===== src/rtl/core/tbrrl_pkg.sv =====
`default_nettype none
package tbrrl_pkg;

    localparam int ROUTE_SLOTS  = 64;
    localparam int BUCKET_SLOTS = 64;
    localparam int IDX_W        = 6;
    localparam int TIME_W       = 48;
    localparam int PERIOD_W     = 32;
    localparam int COUNT_W      = 16;
    localparam int DUR_W        = 36;

    localparam logic [DUR_W-1:0]    MAX_RESET_MS      = 36'd31536000000;
    localparam logic [COUNT_W-1:0]  CAPACITY_DEFAULT  = 16'd50;
    localparam logic [PERIOD_W-1:0] PERIOD_DEFAULT    = 32'd20;

    localparam logic [1:0] OP_ACQUIRE = 2'd0;
    localparam logic [1:0] OP_CHECK   = 2'd1;
    localparam logic [1:0] OP_UPDATE  = 2'd2;
    localparam logic [1:0] OP_GLOBAL  = 2'd3;

    localparam logic [1:0] CFG_CAPACITY = 2'd0;
    localparam logic [1:0] CFG_PERIOD   = 2'd1;

    typedef struct packed {
        logic [1:0]               operation;
        logic [TIME_W-1:0]        now_ms;
        logic [IDX_W-1:0]         route_index;
        logic [IDX_W-1:0]         bucket_index;
        logic [COUNT_W-1:0]       remaining_count;
        logic signed [DUR_W-1:0]  duration_ms;
    } tbrrl_req_t;

    typedef struct packed {
        logic                 allowed;
        logic [TIME_W-1:0]    wait_ms;
        logic                 global_limited;
        logic [COUNT_W-1:0]   tokens_left;
    } tbrrl_rsp_t;

    typedef struct packed {
        logic                 en;
        logic [IDX_W-1:0]     route;
        logic [IDX_W-1:0]     bucket;
        logic [COUNT_W-1:0]   remaining;
        logic [TIME_W-1:0]    deadline;
    } tbrrl_wr_t;

    typedef struct packed {
        logic                 route_hit;
        logic [IDX_W-1:0]     route_bucket;
        logic                 bucket_hit;
        logic [COUNT_W-1:0]   remaining;
        logic [TIME_W-1:0]    deadline;
    } tbrrl_rd_t;

endpackage
`default_nettype wire


===== src/rtl/core/tbrrl_div.sv =====
`default_nettype none
module tbrrl_div
    import tbrrl_pkg::*;
(
    input  wire logic                clk,
    input  wire logic                rst_n,
    input  wire logic                start,
    input  wire logic [TIME_W-1:0]   dividend,
    input  wire logic [PERIOD_W-1:0] divisor,
    output logic                     done,
    output logic [TIME_W-1:0]        quotient,
    output logic [PERIOD_W-1:0]      remainder
);

    logic                  run_reg;
    logic                  done_reg;
    logic [5:0]            cnt_reg;
    logic [TIME_W-1:0]     quo_reg;
    logic [PERIOD_W-1:0]   rem_reg;
    logic [PERIOD_W-1:0]   div_reg;
    logic [PERIOD_W:0]     trial;
    logic                  fits;

    // one quotient bit per cycle, restoring
    assign trial = {rem_reg, quo_reg[TIME_W-1]};
    assign fits  = trial >= {1'b0, div_reg};

    always_ff @(posedge clk or negedge rst_n)
    begin
        if (!rst_n)
        begin
            run_reg  <= 1'b0;
            done_reg <= 1'b0;
            cnt_reg  <= '0;
        end
        else
        begin
            done_reg <= 1'b0;
            if (start)
            begin
                run_reg <= 1'b1;
                cnt_reg <= 6'(TIME_W - 1);
            end
            else if (run_reg)
            begin
                cnt_reg <= cnt_reg - 6'd1;
                if (cnt_reg == '0)
                begin
                    run_reg  <= 1'b0;
                    done_reg <= 1'b1;
                end
            end
        end
    end

    always_ff @(posedge clk)
    begin
        if (start)
        begin
            quo_reg <= dividend;
            rem_reg <= '0;
            div_reg <= divisor;
        end
        else if (run_reg)
        begin
            quo_reg <= {quo_reg[TIME_W-2:0], fits};
            rem_reg <= fits ? PERIOD_W'(trial - {1'b0, div_reg}) : trial[PERIOD_W-1:0];
        end
    end

    assign done      = done_reg;
    assign quotient  = quo_reg;
    assign remainder = rem_reg;

endmodule
`default_nettype wire


===== config.mk =====
export PLATFORM = sky130hd
export DESIGN_NAME = tbrrl_div
export DESIGN_NICKNAME = d
export VERILOG_FILES = /design/src/rtl/core/tbrrl_pkg.sv /design/src/rtl/core/tbrrl_div.sv
export SDC_FILE = /design/constraint.sdc
export NUM_CORES = 1
export LEC_CHECK = 0
export CORE_AREA = 2 2 97 169
export CTS_CLUSTER_DIAMETER = 80
export DETAILED_ROUTE_END_ITERATION = 12
export DIE_AREA = 0 0 99 171
export DONT_BUFFER_PORTS = 1
export PLACE_DENSITY_LB_ADDON = 0.2
export SYNTH_ARGS = -nofsm -noshare
export SYNTH_HDL_FRONTEND = slang
export SYNTH_SLANG_ARGS = --single-unit

===== constraint.sdc =====
create_clock -name clk -period 8.25 [get_ports clk]
set_input_delay 0.4125 -clock clk [delete_from_list [all_inputs] [get_ports clk]]
set_output_delay 0.4125 -clock clk [all_outputs]
set_load 0.01 [all_outputs]

; After elaboration in Yosys (flattened, before gate mapping)
; Cells that the tools add are included.
; Widths: inputs -> output; s select.
[classes]
reduce_logical = 2
n_mux = 11
n_lt_le_gt_ge = 1
n_addsub = 2
[op_table]
columns = cell, n
row1 = $mux 48, 2
row2 = $ge 33x32->1, 1
row3 = $mux 32, 1
row4 = $sub 32x32->32, 1
row5 = $mux 6, 2
row6 = $logic_not 6->1, 1
row7 = $mux 1, 6
row8 = $sub 6x1->6 const B, 1
row9 = $reduce_bool 2->1, 1
[word_totals]
output_inout_bits = 81
word_cells = 22
ff_bits = 120

; Longest topological paths before layout
[depth]
depth_word = 4
ltp_mapped = 14

; Worst setup path after synthesis
; No wires, ideal clock.
[synth_timing]
kind = register -> register
from = register quo_reg[47] (netlist: quotient[47])
to = register rem_reg[28] (netlist: remainder[28])
period_less_slack_ns = 2.812
arrival_time_ns = 2.717
path_stages_with_launch = 12
setup_slack_ns = 5.438
required_ns = 8.155
setup_ns = 0.095
cell_sequence = edfxtp_1 > inv_1 > ha_1 > fa_1 > nand2b_1 > a211oi_1 > o21ai_1 > o21bai_1 > nand4_1 > and4_1 > or4_1 > o311ai_1
[synth_between]
elab_chain_cells = 2
elab_cells_between_ends = 3
[synth_lines]
columns = element, line
row1 = from (decl), tbrrl_div.sv:18  ; logic [TIME_W-1:0] quo_reg;
row2 = from (signal assigned), tbrrl_div.sv:60  ; quo_reg <= dividend;
row3 = from (signal assigned), tbrrl_div.sv:66  ; quo_reg <= {quo_reg[TIME_W-2:0], fits};
row4 = $sub 32x32->32 or $ge 33x32->1 (tied branches), "tbrrl_div.sv:67, tbrrl_div.sv:26"
row5 = $mux 32 *, tbrrl_div.sv:67  ; rem_reg <= fits ? PERIOD_W'(trial - {1'b0, div_reg}) : trial[PERIOD_W-1:0];
row6 = to (signal assigned), tbrrl_div.sv:67
row7 = to (decl), tbrrl_div.sv:19  ; logic [PERIOD_W-1:0] rem_reg;
; Every way passes the cells marked *; elsewhere a longest branch is shown, timed or not.
; A chain may end at the register's enable or synchronous reset.

; Final worst setup path
; Ends and elaborated chain as after synthesis.

==> results.md <==
- In this run the clock root is driven by a sky130_fd_sc_hd__clkbuf_16.
- The vertical die dimension is 171 um.
- The clock period could shrink to 3640 ps.
- Adding up every negative setup slack in the final design gives 0 ps.
- Across every metal layer, demand over resource in global routing totals 19.8%.
- From left edge to right edge, the die measures 99 um.
- In this run the cell area of the synthesized design comes to 6890 um2.
- The DRC violation total after the first TritonRoute iteration is 251.
- Before antenna repair, the detailed router went through 7 iterations.
- In this run the critical register-to-register path is captured at remainder[28]$_SDFFE_PP0P_.
- The number of flip-flops in the largest register is 48.
- The die footprint is 16900 um2.
- The most frequently used cell type in the post-synthesis netlist is sky130_fd_sc_hd__edfxtp_1.
- The Yosys step of the flow raised 0 warnings.
- In the synthesized netlist the dominant register cell turns out to be sky130_fd_sc_hd__edfxtp_1.
- On the final layout, the worst clock skew is 24.5 ps.
- For this design the ratio of total power to cell area is 340 nW/um2.
- The cell area after layout is 7610 um2.
- The worst setup path is of the reg -> reg kind.
- The worst register-to-register path has a setup slack of 4610 ps.
- Once detail routing completed, the nets flagged for antenna violations numbered 0.
- The cell leakage power is 3.05 nW.
- The number of buffers on the longest clock path is 2.
- For the worst setup path, the data arrival time is 3960 ps.
- The flow ran to the end, and the final reports show no timing, DRC or antenna violations.
- The critical path starts at quotient[47]$_DFFE_PP_.
- Once the clock tree was built, the setup fixing pass inserted 0 buffers.
- The number of clock buffers inserted by TritonCTS is 17.
- Ranked by total cell area, the synthesized netlist is headed by sky130_fd_sc_hd__edfxtp_1, sky130_fd_sc_hd__dfxtp_1, sky130_fd_sc_hd__mux2_2, sky130_fd_sc_hd__ha_1, sky130_fd_sc_hd__nor2_1.
- The via count of the first global-routing pass was 5113.
- The post-cts resize count is 0.
- The top fanout value on the critical path is 4.
- The final count of hold timing violations is 0.
- The worst setup path is launched from a flip-flop.
- Following the worst setup path forward leads to its endpoint at remainder[28]$_SDFFE_PP0P_.
- The final RePlAce weighted congestion is 0.933.
- Summed over all layers, the routed wires come to 16.8 mm.
- The global-route wire length before repair is 26.2 mm.
- The I/O pin count is 164.
- The number of flip-flops and latches in the synthesized netlist is 120.
- The standard-cell row count is 61.
- The number of pins with negative max-slew slack in the final report came to 0.
- Summed over all instances, the cell type with the most area after synthesis is sky130_fd_sc_hd__edfxtp_1.
- Max-cap violations in this run came to 0.
- In the routed design, unresolved DRC markers number 0.
- The worst pin sits at a relative slew slack of 36.0%.
- Setup repair after global routing left no endpoint under its margin.
- After clock tree synthesis, the clock-pin slew on the worst setup and hold paths is 70 ps.
- The critical path capture point type is a flip-flop.
- The final worst-path setup slack is 4610 ps.
- The standard cell core area is 15600 um2.
- The number of nets in the layout is 743.
- The insertion delay of the later-clocked pin in the worst-skew pair is 430 ps.
- The initial antenna violation count was 0.
- The overflow left after global routing is 0.
- After clock tree synthesis, the flow added hold-fix buffers numbering 1.
- Setup violations remaining at the end of the flow were counted as 0.
- The maximum achievable frequency is 0.275 GHz.
- The number of flops mapped to enable cells by yosys is 80.
- The number of clock sinks seen by CTS is 120.
- In this run the cell area measured after placement is 6970 um2.
- After detailed routing, the average wire length per cell comes to 20.4 um.
- The pre-CTS worst setup slack is 4750 ps.
- The post-synth net total is 755.
- By count the netlist is led by sky130_fd_sc_hd__edfxtp_1, sky130_fd_sc_hd__nor2_1, sky130_fd_sc_hd__mux2_2, sky130_fd_sc_hd__inv_1, sky130_fd_sc_hd__ha_1.
- The mean instance size in the synthesized netlist is 10.8 um2.
- For this configuration, the core starts out at a cell density of 44.1%.
- The class of the tightest hold or removal check is in -> reg.
- The part of the cycle the worst path needs is 44.1%.
- Across the VDD grid, the largest voltage drop is 0.150 mV.
- The count of vias placed by the detailed router is 4938.
- The largest net degree at the start of global routing is 131.
- The post-synthesis to final-layout area growth is 10.5%.
- The number of H-tree levels is 4.
- The slew at the pin closest to its max-slew limit is 958 ps.
- The number of distinct standard cells referenced by the synthesized netlist is 75.
- The async set-reset flop share out of synthesis is 6.67%.
- The TritonCTS clock tree is built.
- The sequential fraction of the synthesis area is 47.0%.
- Counting every instance in the synthesized netlist gives 637.
- Fill cells in the final layout number 1371.
- In the routed layout, each cell is associated on average with a via count of 5.97.
- Input and output buffers added on the ports amount to 0.
- The repair_antennas step left the layout with diodes totalling 0.
- The share of post-route cells with drive strength above 1 is 15.7%.
- The HPWL after detailed placement is 12.2 mm.
- The startpoint identified for the worst register-to-register timing path is quotient[47]$_DFFE_PP_.
- The number of cells on the worst reg-to-reg path is 11.
- In this run the biggest area consumer among cell types represents 34.8% of the synthesized area.
- The required time at the endpoint of the critical path is 8570 ps.
-- layout by cell type, fill, tap and decap left out, drive strengths merged, types with 5 or more instances in the layout --
| cell type | count |
|---|---|
| a211o | 5 |
| a211oi | 24 |
| a21o | 12 |
| a21oi | 30 |
| a31oi | 9 |
| and2 | 5 |
| and3 | 6 |
| clkbuf | 18 |
| dfrtp | 8 |
| dfxtp | 32 |
| edfxtp | 80 |
| ha | 34 |
| inv | 47 |
| mux2 | 49 |
| mux2i | 19 |
| nand2 | 29 |
| nand2b | 11 |
| nand3 | 17 |
| nand4 | 5 |
| nor2 | 59 |
| nor3 | 8 |
| nor3b | 8 |
| o21ai | 18 |
| o31ai | 5 |
| xnor2 | 17 |
| xor2 | 11 |
-- cells by family after synthesis --
| family | share of synthesized area (%) |
|---|---|
| multiplexers | 10.8 |
| adder cells (fa/ha/maj) | 6.46 |
| XOR/XNOR | 3.56 |
| AO/OA/AOI/OAI | 14.8 |
| AND/OR/NAND/NOR | 12.5 |
| buffers and inverters | 4.81 |
| flip-flops | 47.0 |
-- through the flow --
| stage | instances | hold slack, ps | util (%) | power (mW) |
|---|---|---|---|---|
| detailed placement | 794 | 117 | 44.5 | 1.78 |
| global placement | 794 | 117 | 44.5 | 1.77 |
| floorplan | 637 | 117 | - | 1.60 |
| finish | 827 | 78.3 | 48.7 | 2.59 |
| global route | 827 | 68.8 | 48.7 | 2.73 |
| CTS | 827 | 61.7 | 48.7 | 2.61 |
-- where the power goes --
part / internal [mW] / total [mW] / leakage (nW) / switching (mW)
combinational: 0.375 / 0.866 / 1.57 / 0.491
clock: 0.515 / 0.815 / 0.313 / 0.300
sequential: 0.754 / 0.907 / 1.17 / 0.153
total: 1.64 / 2.59 / 3.05 / 0.944
-- per-layer routing --
layer / vias to the layer above / wire length (um) / track usage, %
li1: 2343 / - / -
met1: 2329 / 5640 / 18.9
met2: 223 / 9310 / 37.0
met3: 43 / 1230 / 6.50
met4: 0 / 649 / 9.83
met5: - / 0 / 0
-- worst max-delay path, cell delays in order (launching register included) --
cell and delay [ps]:
sky130_fd_sc_hd__edfxtp_1 470, sky130_fd_sc_hd__inv_1 80, sky130_fd_sc_hd__ha_1 230, sky130_fd_sc_hd__fa_1 400
sky130_fd_sc_hd__nand2b_1 210, sky130_fd_sc_hd__a211oi_1 540, sky130_fd_sc_hd__o21ai_1 180, sky130_fd_sc_hd__o21bai_1 340
sky130_fd_sc_hd__nand4_1 260, sky130_fd_sc_hd__and4_1 260, sky130_fd_sc_hd__or4_1 460, sky130_fd_sc_hd__o311ai_1 120
-- final cells by class --
cell class              instances  area, um2  area share, %
clock buffers                  18        429           5.64
well taps                     189        236           3.11
inverters                      40        150           1.97
multi-input cells             443       3320           43.6
flip-flops and latches        120       3240           42.6
clock inverters                14        210           2.76
repair buffers                  3       25.0          0.329
-- how the worst min path moves through the flow --
stage / from / end / slack, ps / depth (start not counted)
floorplan: rst_n / cnt_reg[0]$_DFFE_PN0P_ / 120 / 0
global placement: rst_n / done$_DFF_PN0_ / 120 / 0
detailed placement: rst_n / cnt_reg[1]$_DFFE_PN0P_ / 120 / 0
CTS: divisor[30] / div_reg[30]$_DFFE_PP_ / 60 / 0
global route: divisor[31] / div_reg[31]$_DFFE_PP_ / 70 / 0
finish: divisor[6] / div_reg[6]$_DFFE_PP_ / 80 / 0
No activity file was read; power rests on OpenSTA's default activity.
